===== config.mk =====
export PLATFORM = sky130hd
export DESIGN_NAME = priority_rotation_service_rank_unit
export DESIGN_NICKNAME = d
export VERILOG_FILES = /design/src/prsr_pkg.sv /design/src/prsr_ctrl.sv /design/src/prsr_datapath.sv /design/src/priority_rotation_service_rank_unit.sv
export SDC_FILE = /design/constraint.sdc
export NUM_CORES = 1
export LEC_CHECK = 0
export BUFFER_PORTS_ARGS = -buffer_cell sky130_fd_sc_hd__buf_2
export CAP_MARGIN = 20
export CORE_MARGIN = 4
export CORE_UTILIZATION = 50
export DETAILED_ROUTE_END_ITERATION = 8
export PLACE_DENSITY = 0.65
export REMOVE_ABC_BUFFERS = 1
export SLEW_MARGIN = 30
export SYNTH_ARGS = -nofsm -noshare
export SYNTH_HDL_FRONTEND = slang
export SYNTH_HIERARCHICAL = 1
export SYNTH_SLANG_ARGS = --single-unit

===== constraint.sdc =====
create_clock -name clock -period 6.2 [get_ports clock]
set_clock_uncertainty 0.05 [all_clocks]
set_input_delay 0 -clock clock [delete_from_list [all_inputs] [get_ports clock]]
set_output_delay 0 -clock clock [all_outputs]
set_load 0.1 [all_outputs]

===== src/prsr_pkg.sv =====
`timescale 1ns / 1ps
`default_nettype none
// ---------------------------------------------------------------------------
// prsr_pkg
// shared constants, state encoding and controller/datapath interface types
// for the priority rotation service rank unit
// ---------------------------------------------------------------------------
package prsr_pkg;

   localparam int MAX_JOBS_DEF      = 128;
   localparam int PRIORITY_BITS_DEF = 4;

   localparam int PRIO_FIELD_W = 4;
   localparam int RANK_FIELD_W = 8;

   typedef enum logic [1:0] {
      ST_LOAD,
      ST_START,
      ST_SCAN,
      ST_DONE
   } state_type;

   // controller to datapath
   typedef struct packed {
      logic load;      // store the accepted request
      logic init;      // reset the scan engine for a new set
      logic scan;      // run the scan engine
      logic step;      // close a pass and move to the next lower level
      logic capture;   // move the result to the output register, clear the set
   } cmd_type;

   // datapath to controller
   typedef struct packed {
      logic target_seen;
      logic pass_done;
      logic hit;
      logic no_next;
      logic out_free;
   } sts_type;

endpackage : prsr_pkg
`default_nettype wire


===== src/prsr_ctrl.sv =====
`timescale 1ns / 1ps
`default_nettype none
// ---------------------------------------------------------------------------
// prsr_ctrl
// sequencer: load requests, run one scan pass per priority level, hand the
// result to the output register
// ---------------------------------------------------------------------------
module prsr_ctrl (
   input  wire logic              clock,
   input  wire logic              reset,
   input  wire logic              req_valid,
   input  wire logic              req_last_job,
   output logic                   req_stall,
   input  wire prsr_pkg::sts_type sts,
   output prsr_pkg::cmd_type      cmd
);
   import prsr_pkg::*;

   state_type state_ff;
   state_type state_in;

   always_ff @(posedge clock) begin
      if (reset) begin
         state_ff <= ST_LOAD;
      end else begin
         state_ff <= state_in;
      end
   end

   always_comb begin
      state_in = state_ff;
      case (state_ff)
         ST_LOAD: begin
            if (req_valid && req_last_job) begin
               state_in = ST_START;
            end
         end
         ST_START: begin
            state_in = sts.target_seen ? ST_SCAN : ST_DONE;
         end
         ST_SCAN: begin
            if (sts.hit || (sts.pass_done && sts.no_next)) begin
               state_in = ST_DONE;
            end
         end
         ST_DONE: begin
            if (sts.out_free) begin
               state_in = ST_LOAD;
            end
         end
         default: begin
            state_in = ST_LOAD;
         end
      endcase
   end

   always_comb begin
      cmd       = '0;
      req_stall = 1'b1;
      case (state_ff)
         ST_LOAD: begin
            req_stall = 1'b0;
            cmd.load  = req_valid;
         end
         ST_START: begin
            cmd.init = 1'b1;
         end
         ST_SCAN: begin
            cmd.scan = 1'b1;
            cmd.step = sts.pass_done && !sts.hit && !sts.no_next;
         end
         ST_DONE: begin
            cmd.capture = sts.out_free;
         end
         default: begin
            req_stall = 1'b1;
         end
      endcase
   end

   a_scan_needs_target: assert property (@(posedge clock) disable iff (reset)
      (state_ff == ST_SCAN) |-> sts.target_seen)
      else $error("scan running without a marked job");

   a_start_after_last: assert property (@(posedge clock) disable iff (reset)
      (state_ff == ST_START) |-> $past(cmd.load))
      else $error("set start without a final request");

endmodule : prsr_ctrl
`default_nettype wire


===== src/prsr_datapath.sv =====
`timescale 1ns / 1ps
`default_nettype none
// ---------------------------------------------------------------------------
// prsr_datapath
// priority store, set registers, level scan engine and output register
// ---------------------------------------------------------------------------
module prsr_datapath #(
   parameter int MAX_JOBS      = prsr_pkg::MAX_JOBS_DEF,
   parameter int PRIORITY_BITS = prsr_pkg::PRIORITY_BITS_DEF
) (
   input  wire logic                                  clock,
   input  wire logic                                  reset,
   input  wire prsr_pkg::cmd_type                     cmd,
   output prsr_pkg::sts_type                          sts,
   input  wire logic [prsr_pkg::PRIO_FIELD_W-1:0]     req_job_priority,
   input  wire logic                                  req_is_target,
   output logic                                       rsp_valid,
   input  wire logic                                  rsp_stall,
   output logic [prsr_pkg::RANK_FIELD_W-1:0]          rsp_service_rank,
   output logic                                       rsp_target_found,
   output logic                                       rsp_overflow
);
   import prsr_pkg::*;

   localparam int IW = (MAX_JOBS > 1) ? $clog2(MAX_JOBS) : 1;
   localparam int CW = $clog2(MAX_JOBS + 1);
   localparam int RW = (CW > RANK_FIELD_W) ? CW : RANK_FIELD_W;
   localparam int PB = PRIORITY_BITS;

   logic [PB-1:0] mem [MAX_JOBS];

   // set registers
   logic [CW-1:0] job_count_ff, job_count_in;
   logic [IW-1:0] target_slot_ff, target_slot_in;
   logic          target_seen_ff, target_seen_in;
   logic          overflow_ff, overflow_in;

   // scan engine
   logic [IW-1:0] ptr_ff, ptr_in;
   logic [CW-1:0] issued_ff, issued_in;
   logic          rd_vld_ff, rd_vld_in;
   logic [IW-1:0] rd_slot_ff;
   logic [PB-1:0] rd_data_ff;
   logic          first_ff, first_in;
   logic [PB-1:0] level_ff, level_in;
   logic          have_next_ff, have_next_in;
   logic [PB-1:0] next_ff, next_in;
   logic [IW-1:0] head_ff, head_in;
   logic [IW-1:0] last_ff, last_in;
   logic [CW-1:0] lvl_cnt_ff, lvl_cnt_in;
   logic [CW-1:0] served_ff, served_in;
   logic          hit_ff, hit_in;
   logic [CW-1:0] rank_ff, rank_in;

   // output register
   logic                    rsp_valid_ff, rsp_valid_in;
   logic [RANK_FIELD_W-1:0] rsp_rank_ff;
   logic                    rsp_found_ff;
   logic                    rsp_ovf_ff;

   logic [PB-1:0] prio_masked;
   logic          store_ok;
   logic          issue;
   logic          eval;
   logic [IW-1:0] head_after;
   logic [RW-1:0] rank_wide;

   always_comb begin
      prio_masked = '0;
      for (int i = 0; i < PB; i++) begin
         if (i < PRIO_FIELD_W) begin
            prio_masked[i] = req_job_priority[i];
         end
      end
   end

   assign store_ok = job_count_ff < CW'(MAX_JOBS);
   assign issue    = cmd.scan && !hit_ff && (issued_ff < job_count_ff);
   assign eval     = cmd.scan && !hit_ff && rd_vld_ff;

   // head moves to the slot after the last job served at the closing level
   assign head_after = ((CW'(last_ff) + CW'(1)) == job_count_ff) ? '0 : last_ff + IW'(1);

   always_ff @(posedge clock) begin
      if (cmd.load && store_ok) begin
         mem[job_count_ff[IW-1:0]] <= prio_masked;
      end
   end

   always_ff @(posedge clock) begin
      if (issue) begin
         rd_data_ff <= mem[ptr_ff];
         rd_slot_ff <= ptr_ff;
      end
   end

   always_comb begin
      job_count_in   = job_count_ff;
      target_slot_in = target_slot_ff;
      target_seen_in = target_seen_ff;
      overflow_in    = overflow_ff;
      ptr_in         = ptr_ff;
      issued_in      = issued_ff;
      rd_vld_in      = issue;
      first_in       = first_ff;
      level_in       = level_ff;
      have_next_in   = have_next_ff;
      next_in        = next_ff;
      head_in        = head_ff;
      last_in        = last_ff;
      lvl_cnt_in     = lvl_cnt_ff;
      served_in      = served_ff;
      hit_in         = hit_ff;
      rank_in        = rank_ff;
      rsp_valid_in   = rsp_valid_ff && rsp_stall;

      if (cmd.load) begin
         if (store_ok) begin
            if (req_is_target) begin
               target_slot_in = job_count_ff[IW-1:0];
               target_seen_in = 1'b1;
            end
            job_count_in = job_count_ff + CW'(1);
         end else begin
            overflow_in = 1'b1;
         end
      end

      if (cmd.init) begin
         ptr_in       = '0;
         issued_in    = '0;
         rd_vld_in    = 1'b0;
         first_in     = 1'b1;
         have_next_in = 1'b0;
         head_in      = '0;
         lvl_cnt_in   = '0;
         served_in    = '0;
         hit_in       = 1'b0;
         rank_in      = '0;
      end

      if (issue) begin
         ptr_in    = ((CW'(ptr_ff) + CW'(1)) == job_count_ff) ? '0 : ptr_ff + IW'(1);
         issued_in = issued_ff + CW'(1);
      end

      if (eval) begin
         if (!first_ff && (rd_data_ff == level_ff)) begin
            lvl_cnt_in = lvl_cnt_ff + CW'(1);
            last_in    = rd_slot_ff;
            if (rd_slot_ff == target_slot_ff) begin
               hit_in  = 1'b1;
               rank_in = served_ff + lvl_cnt_ff + CW'(1);
            end
         end else if (first_ff || (rd_data_ff < level_ff)) begin
            // highest priority still below the current level, or overall on the first pass
            if (!have_next_ff || (rd_data_ff > next_ff)) begin
               next_in      = rd_data_ff;
               have_next_in = 1'b1;
            end
         end
      end

      if (cmd.step) begin
         level_in     = next_ff;
         have_next_in = 1'b0;
         first_in     = 1'b0;
         served_in    = served_ff + lvl_cnt_ff;
         lvl_cnt_in   = '0;
         issued_in    = '0;
         head_in      = first_ff ? head_ff : head_after;
         ptr_in       = first_ff ? head_ff : head_after;
      end

      if (cmd.capture) begin
         rsp_valid_in   = 1'b1;
         job_count_in   = '0;
         target_slot_in = '0;
         target_seen_in = 1'b0;
         overflow_in    = 1'b0;
         issued_in      = '0;
      end
   end

   assign rank_wide = RW'(rank_ff);

   always_ff @(posedge clock) begin
      if (reset) begin
         job_count_ff   <= '0;
         target_slot_ff <= '0;
         target_seen_ff <= 1'b0;
         overflow_ff    <= 1'b0;
         issued_ff      <= '0;
         rd_vld_ff      <= 1'b0;
         hit_ff         <= 1'b0;
         first_ff       <= 1'b1;
         have_next_ff   <= 1'b0;
         rsp_valid_ff   <= 1'b0;
      end else begin
         job_count_ff   <= job_count_in;
         target_slot_ff <= target_slot_in;
         target_seen_ff <= target_seen_in;
         overflow_ff    <= overflow_in;
         issued_ff      <= issued_in;
         rd_vld_ff      <= rd_vld_in;
         hit_ff         <= hit_in;
         first_ff       <= first_in;
         have_next_ff   <= have_next_in;
         rsp_valid_ff   <= rsp_valid_in;
      end
   end

   always_ff @(posedge clock) begin
      ptr_ff     <= ptr_in;
      level_ff   <= level_in;
      next_ff    <= next_in;
      head_ff    <= head_in;
      last_ff    <= last_in;
      lvl_cnt_ff <= lvl_cnt_in;
      served_ff  <= served_in;
      rank_ff    <= rank_in;
      if (cmd.capture) begin
         rsp_rank_ff  <= (hit_ff && target_seen_ff)
                         ? ((rank_wide > RW'(255)) ? 8'd255 : rank_wide[RANK_FIELD_W-1:0])
                         : '0;
         rsp_found_ff <= target_seen_ff;
         rsp_ovf_ff   <= overflow_ff;
      end
   end

   assign sts.target_seen = target_seen_ff;
   assign sts.pass_done   = (issued_ff == job_count_ff) && !rd_vld_ff;
   assign sts.hit         = hit_ff;
   assign sts.no_next     = !have_next_ff;
   assign sts.out_free    = !rsp_valid_ff || !rsp_stall;

   assign rsp_valid        = rsp_valid_ff;
   assign rsp_service_rank = rsp_rank_ff;
   assign rsp_target_found = rsp_found_ff;
   assign rsp_overflow     = rsp_ovf_ff;

   a_count_bound: assert property (@(posedge clock) disable iff (reset)
      (job_count_ff <= CW'(MAX_JOBS)) && (issued_ff <= job_count_ff))
      else $error("job or scan count out of range");

   a_read_in_set: assert property (@(posedge clock) disable iff (reset)
      rd_vld_ff |-> (CW'(rd_slot_ff) < job_count_ff))
      else $error("scan read outside the loaded jobs");

   a_hit_in_level_pass: assert property (@(posedge clock) disable iff (reset)
      $rose(hit_ff) |-> (!first_ff && (rank_ff != '0)))
      else $error("target served without a rank");

   a_target_in_set: assert property (@(posedge clock) disable iff (reset)
      target_seen_ff |-> (CW'(target_slot_ff) < job_count_ff))
      else $error("marked slot beyond loaded jobs");

endmodule : prsr_datapath
`default_nettype wire


===== src/priority_rotation_service_rank_unit.sv =====
`timescale 1ns / 1ps
`default_nettype none
// ---------------------------------------------------------------------------
// priority_rotation_service_rank_unit
// service rank of a marked job under strict priority with round-robin ties
// ---------------------------------------------------------------------------
// Jobs load one request per cycle into a circular queue of MAX_JOBS slots;
// jobs past capacity are dropped and reported through rsp_overflow. The
// request flagged last_job starts the ranking, during which req_stall is
// high. The ranking runs one pass over the n loaded jobs through the single
// read port of the priority store to find the top priority, then one pass per
// distinct priority level down to the marked job's level. Within a level,
// jobs are served in slot order from the slot after the last job served at
// the level above. With no marked job no pass runs and the result carries
// rank 0. The result sits in an output register, so loading of the next set
// proceeds while it waits to be taken; a finished ranking waits until that
// register is free. Ranks above 255 read 255.
// ---------------------------------------------------------------------------
module priority_rotation_service_rank_unit #(
   parameter int MAX_JOBS      = prsr_pkg::MAX_JOBS_DEF,
   parameter int PRIORITY_BITS = prsr_pkg::PRIORITY_BITS_DEF
) (
   input  wire logic                              clock,
   input  wire logic                              reset,
   input  wire logic                              req_valid,
   output logic                                   req_stall,
   input  wire logic [prsr_pkg::PRIO_FIELD_W-1:0] req_job_priority,
   input  wire logic                              req_is_target,
   input  wire logic                              req_last_job,
   output logic                                   rsp_valid,
   input  wire logic                              rsp_stall,
   output logic [prsr_pkg::RANK_FIELD_W-1:0]      rsp_service_rank,
   output logic                                   rsp_target_found,
   output logic                                   rsp_overflow
);
   import prsr_pkg::*;

   cmd_type cmd;
   sts_type sts;

   prsr_ctrl u_ctrl (
      .clock        (clock),
      .reset        (reset),
      .req_valid    (req_valid),
      .req_last_job (req_last_job),
      .req_stall    (req_stall),
      .sts          (sts),
      .cmd          (cmd)
   );

   prsr_datapath #(
      .MAX_JOBS      (MAX_JOBS),
      .PRIORITY_BITS (PRIORITY_BITS)
   ) u_datapath (
      .clock            (clock),
      .reset            (reset),
      .cmd              (cmd),
      .sts              (sts),
      .req_job_priority (req_job_priority),
      .req_is_target    (req_is_target),
      .rsp_valid        (rsp_valid),
      .rsp_stall        (rsp_stall),
      .rsp_service_rank (rsp_service_rank),
      .rsp_target_found (rsp_target_found),
      .rsp_overflow     (rsp_overflow)
   );

endmodule : priority_rotation_service_rank_unit
`default_nettype wire


==> After elaboration in Yosys (flattened, before gate mapping) <==
Memories as Yosys holds them, arrays and structs flattened. A register that Yosys moved wholly into a read port is not among the register bits.
Cells that the tools add are included.
{ "op_classes": {"n_eq_ne": 11, "mux": 42, "reduce_logical": 36, "n_addsub": 9, "n_bitwise": 2, "magnitude_cmp": 5} }
{ "op_table": {"columns": ["operator", "count"], "rows": [
  ["$mux 8", 11],
  ["$mux 7", 7],
  ["$add 8x1->8 const B", 4],
  ["$eq 8x8->1", 3],
  ["$mux 1", 19],
  ["$add 7x1->8 const B", 2],
  ["$add 7x1->7 const B", 2],
  ["$logic_and 1x1->1", 12],
  ["$add 8x8->8", 1],
  ["$gt 8x8->1 const B", 1],
  ["$lt 8x8->1", 1],
  ["$lt 8x8->1 const B", 1],
  ["$mux 2", 4],
  ["$pmux 2 s4", 1],
  ["$eq 7x7->1", 1],
  ["$logic_not 1->1", 6],
  ["$ne 2x1->1 const B", 3],
  ["$reduce_and 2->1", 3],
  ["$reduce_and 3->1", 2],
  ["$reduce_or 2->1", 3],
  ["$eq 2x2->1 const B", 2],
  ["$eq 4x4->1", 1],
  ["$gt 4x4->1", 1],
  ["$logic_or 1x1->1", 4],
  ["other kinds (8)", 10]
]} }
{ "word_totals": {"ram_bits": 512, "ff_bits": 102, "memories": 1, "output_inout_bits": 12} }
{ "mem_list": {"columns": ["name", "depth", "width", "rd", "rd_clocked_by_memory_dff", "write_ports", "line", "source"], "rows": [
  ["u_datapath.mem", 128, 4, 1, 1, 1, "prsr_datapath.sv:30", "logic [PB-1:0] mem [MAX_JOBS];"]
]} }

==> Depth between registers and ports, before layout <==
{ "depth": {"word_depth": 9, "depth_mapped": 11, "ltp_nobuf": 10} }

==> Hierarchy <==
The synthesis kept the hierarchy.
{ "by_module_without_submodules": {"columns": ["module", "cells_per_inst", "n_inst", "area_each_um2"], "rows": [
  ["prsr_datapath", 1579, 1, 25836.0],
  ["prsr_ctrl", 27, 1, 232.7]
]} }

==> Worst setup path after synthesis <==
No wires, ideal clock.
{ "synth_path": {"kind": "register to register", "start": "reg u_datapath.job_count_ff[7]", "end": "reg u_datapath.head_ff[0], enable pin", "setup_ns": 0.359, "arrival_ns": 2.287, "stages_incl_launch_ff": 10, "n_path_buf": 2, "synth_period_minus_slack_ns": 2.696, "path_slack_ns": 3.504, "required_time_ns": 5.791, "cell_sequence": "dfxtp_1 clkbuf_1 inv_1 ha_1 nand3_1 nor4_1 and3b_2 clkbuf_1 nor2_1 inv_1"} }
{ "synth_lines": {"columns": ["element", "line", "source"], "rows": [
  ["start: declaration", "prsr_datapath.sv:33", "logic [CW-1:0] job_count_ff, job_count_in;"],
  ["start signal: assignment", "prsr_datapath.sv:200", "job_count_ff <= job_count_in;"],
  ["end signal: assignment", "prsr_datapath.sv:217", "head_ff <= head_in;"],
  ["end: declaration", "prsr_datapath.sv:48", "logic [IW-1:0] head_ff, head_in;"]
]} }

==> parameters.txt <==
Parameter                              Value

Worst hold path
  Min-delay worst type ... in2reg
  WHS Endpoint ... u_datapath/hit_ff
  Startpoint of the lowest-slack hold path ... reset
  Cell depth of the worst hold path ... 3

Route
  Final routed wirelength across all metal layers ... 56.48 mm
  Routed via count ... 14088
  Number of nets with antenna violations after detailed routing ... 0
  Routed via count divided by cell count ... 5.972
  Initial DRT Pass Iterations ... 5
  Number of remaining DRC errors ... 0
  Routed len/inst ... 23.94 um
  Drt initial violations ... 1221

STA
  Final Cycle Share ... 63.61%
  Hold Vio Cnt, Final ... 0
  Fin. max-slew vios ... 0
  Relative slew margins ... 39.50%
  Highest clock rate ... 253.6 MHz
  Final period demand of the worst path ... 3.944 ns
  Tightest hold margin ... 0.2212 ns
  Slew at the pin closest to its max-slew limit ... 0.9075 ns
  Setup repair after global routing missed its margin ... no
  Final setup viols ... 0
  Worst Slack Setup Final ... 2.256 ns

Yosys
  Share of the synthesized area in compound gates (AO/OA/AOI/OAI) ... 5.044%
  Adder-cell area share of the yosys netlist ... 1.709%
  Dominant register cell in the synthesized netlist ... sky130_fd_sc_hd__edfxtp_1
  Proportion of register bits with asynchronous set or reset after synthesis ... 0%
  Area fraction of the dominant cell type after synthesis ... 65.66%
  Synth Instances ... 1606
  Sequential cell area fraction in the yosys report ... 69.34%
  Share of cell area taken by muxes after synthesis ... 12.20%
  Most area-consuming cells after synthesis ... sky130_fd_sc_hd__edfxtp_1 (66%), sky130_fd_sc_hd__mux4_2 (8.6%), sky130_fd_sc_hd__dfxtp_1 (3.7%), sky130_fd_sc_hd__mux2i_1 (3.1%), sky130_fd_sc_hd__nor2_1 (2.7%)
  Number of warnings printed during yosys synthesis ... 6
  Number of flops mapped to enable cells by yosys ... 570
  Xor/xnor share of the synthesized area ... 1.766%
  Average cell area after synthesis ... 16.23 um2
  Post-synthesis register bit count ... 618
  Simple-gate area share of the yosys netlist ... 7.329%
  Largest area contributor in the netlist ... sky130_fd_sc_hd__edfxtp_1
  Main combinational cell family by area after synthesis ... multiplexers
  Synth unique cells ... 68
  Mapped Area ... 26070 um2

Clock tree
  Num CTS Buffers ... 60
  Number of buffers on the longest clock path ... 3
  Depth of the CTS H-tree ... 2
  Gates resized, CTS repair ... 0
  Clock root buffer ... sky130_fd_sc_hd__clkbuf_16
  Clock tree from TritonCTS ... built
  Later-pin clock latency in the skew report ... 0.64 ns
  Number of sinks on the clock net ... 618
  Post-CTS clock slew at the launch and capture registers of the worst setup and hold paths ... 0.07 ns

Worst setup path
  FF-to-FF End ... u_datapath/ptr_ff[6]
  Crit start category ... register
  Master of the slowest instance on the critical path ... sky130_fd_sc_hd__dfxtp_1
  Crit path max fanout ... 23
  Endpoint class of the critical path ... register
  Required arrival time at the worst endpoint ... 6.62 ns
  Data arrival time of the critical path ... 4.36 ns
  Buffers plus inverters on the worst setup path ... 2
  Depth of the most critical reg-to-reg path ... 9
  Reg-to-reg slack, setup ... 2.26 ns
  Largest stage delay on the critical path ... 0.63 ns
  CP top delay family ... simple AND/OR/NAND/NOR gates
  Kind of critical path ... reg2reg
  Worst setup path startpoint ... u_datapath/job_count_ff[5]
  Worst reg2reg path startpoint ... u_datapath/job_count_ff[5]
  Worst-path cell chain ... clkinv_1 > ha_1 > nand3_1 > nor4_1 > and3b_2 > inv_1 > nor2_1 > nand2_1 > o221ai_1

Final layout
  Antenna diode count ... 0
  Post-route cell area ... 28650 um2
  Fraction of layout cells with a size suffix above 1 ... 14.95%
  Total Nets Final ... 1678
  Area growth, synth to finish ... 9.906%
  Filler Cell Count ... 4027

Die
  Core Footprint ... 51510 um2
  Horizontal die dimension ... 236.3 um
  Initial Util ... 50.61%
  Height of the die ... 236.3 um
  Cell Rows ... 83
  Boundary pin count ... 22
  Full die area ... 55850 um2

Global route
  Vias in the first global route ... 14137
  Aggregate global-route resource usage ... 20.08%
  Pin count of the biggest net entering global routing ... 105
  Total congestion overflow ... 0
  Antenna violations before repair ... 0
  Wire length of the first global-routing pass ... 86.59 mm

Power
  Peak supply drop ... 0.0002329 V
  PD cells ... 360.7 nW/um2
  Total leakage power ... 9.256 nW

Placement
  Routability-driven placement congestion ratio ... 0.8513
  Estimated wirelength of the detail-placed design ... 35.86 mm
  DP Area ... 26690 um2
  PortBufs ... 21
  Minimum setup slack after placement ... 2.348 ns

Run status
  Result of the run ... finished, final reports clean

Job
  Max Cap Viol ... 0
## per-layer routing
metal	part of all wire, %	vias up	track usage (%)	routed length (um)
met4	2.8	0	6.476	1597
met5	0	-	0	0
met3	5.8	94	2.981	3269
li1	-	6363	-	-
met2	49	426	32.49	27500
met1	43	7205	28.45	24120
## cells by family after synthesis
group	after synthesis
mux	186
buf+inv	126
flops	618
xor+xnor	47
compound gates	188
fa+ha+maj	35
simple gates	406
## power breakdown
part / switching, mW / leakage [nW] / internal (mW)
combinational: 1.29 / 2.82 / 0.836
sequential: 0.113 / 5.54 / 4.66
clock: 1.53 / 0.894 / 1.91
total: 2.93 / 9.26 / 7.40
## flip-flops by register name (all words and copies together), names as in the netlist, 8 cells and up
name                         flops
u_datapath/served_ff             8
u_datapath/job_count_ff          8
u_datapath/lvl_cnt_ff            8
u_datapath/rank_ff               8
u_datapath/mem                 512
u_datapath/issued_ff             8
u_datapath/rsp_service_rank      8
## worst reg2reg max path: stages (launching register included)
cell                       delay [ns]
sky130_fd_sc_hd__dfxtp_1         0.63
sky130_fd_sc_hd__clkinv_1        0.45
sky130_fd_sc_hd__ha_1            0.42
sky130_fd_sc_hd__nand3_1         0.12
sky130_fd_sc_hd__nor4_1          0.52
sky130_fd_sc_hd__and3b_2         0.62
sky130_fd_sc_hd__inv_1           0.27
sky130_fd_sc_hd__nor2_1          0.42
sky130_fd_sc_hd__nand2_1         0.17
sky130_fd_sc_hd__o221ai_1        0.11
## cell type report
| type | count | area [um2] | area share, % |
|---|---|---|---|
| Clock buffer | 71 | 1553 | 5.419 |
| Clock inverter | 37 | 285.3 | 0.9957 |
| Inverter | 38 | 142.6 | 0.4978 |
| Multi-Input combinational cell | 862 | 7322 | 25.56 |
| Sequential cell | 618 | 18080 | 63.09 |
| Tap cell | 680 | 850.8 | 2.970 |
| Timing Repair Buffer | 53 | 420.4 | 1.467 |
## stage by stage
| step | instances | power (mW) | TNS (ns) | utilization (%) |
|---|---|---|---|---|
| after floorplan | 1518 | 6.472 | -17.74 | - |
| after global placement | 2240 | 6.948 | 0 | 51.80 |
| after detailed placement | 2240 | 6.979 | 0 | 51.82 |
| after CTS | 2358 | 10.40 | 0 | 55.59 |
| after global routing | 2359 | 10.73 | 0 | 55.62 |
| final | 2359 | 10.33 | 0 | 55.62 |
## Yosys cell counts, types with 5 or more instances
cell,n
sky130_fd_sc_hd__edfxtp_1,570
sky130_fd_sc_hd__nor2_1,187
sky130_fd_sc_hd__mux4_2,100
sky130_fd_sc_hd__mux2i_1,81
sky130_fd_sc_hd__nand3_1,56
sky130_fd_sc_hd__dfxtp_1,48
sky130_fd_sc_hd__nand2_1,48
sky130_fd_sc_hd__clkbuf_1,43
sky130_fd_sc_hd__a21oi_1,36
sky130_fd_sc_hd__ha_1,34
sky130_fd_sc_hd__inv_1,31
sky130_fd_sc_hd__nor3_1,29
sky130_fd_sc_hd__xnor2_1,28
sky130_fd_sc_hd__a211oi_1,22
sky130_fd_sc_hd__o22ai_1,20
sky130_fd_sc_hd__buf_2,19
sky130_fd_sc_hd__nand4_1,18
sky130_fd_sc_hd__a31oi_1,17
sky130_fd_sc_hd__o21ai_1,17
sky130_fd_sc_hd__xor2_1,15
sky130_fd_sc_hd__o21ai_0,14
sky130_fd_sc_hd__and3_1,12
sky130_fd_sc_hd__nand3b_1,12
sky130_fd_sc_hd__buf_6,10
sky130_fd_sc_hd__nor2b_1,9
sky130_fd_sc_hd__o21a_1,9
sky130_fd_sc_hd__a22oi_1,8
sky130_fd_sc_hd__o211ai_1,8
sky130_fd_sc_hd__o221ai_2,7
sky130_fd_sc_hd__and2_1,6
sky130_fd_sc_hd__nand2b_1,6
sky130_fd_sc_hd__or4_1,6
sky130_fd_sc_hd__buf_1,5
## how the worst max path moves through the flow
stage / end / slack [ns] / cells after the start
after floorplan: u_datapath/ptr_ff[0] / -1.86 / 7
after global placement: u_datapath/served_ff[6] / 2.47 / 7
after detailed placement: u_datapath/served_ff[4] / 2.35 / 7
after CTS: u_datapath/served_ff[4] / 2.33 / 7
after global routing: u_datapath/head_ff[6] / 2.05 / 9
final: u_datapath/ptr_ff[6] / 2.26 / 9
## placed cells by master, fill, tap and decap left out, drive strengths merged, types with 6 or more instances in the layout
| master | n |
|---|---|
| o22ai | 20 |
| mux4 | 104 |
| o31ai | 6 |
| o21a | 9 |
| buf | 43 |
| o221ai | 11 |
| nor3 | 29 |
| mux2i | 81 |
| dfxtp | 48 |
| o211ai | 8 |
| and3 | 12 |
| or4 | 6 |
| nand3b | 12 |
| nor2b | 10 |
| o21ai | 31 |
| clkbuf | 71 |
| nand2 | 48 |
| nand4 | 19 |
| a22oi | 8 |
| ha | 34 |
| and2 | 6 |
| a21oi | 36 |
| xor2 | 16 |
| edfxtp | 570 |
| xnor2 | 28 |
| nor2 | 187 |
| clkinv | 34 |
| a211oi | 22 |
| a31oi | 17 |
| nand3 | 56 |
| nand2b | 6 |
| dlygate4sd3 | 10 |
| inv | 35 |
## timing repair
item                      4_1_cts  5_1_grt
setup buffers                   0        0
hold buffers                   10        0
hold endpoints to repair      156        0
(Power assumes the default switching activity.)
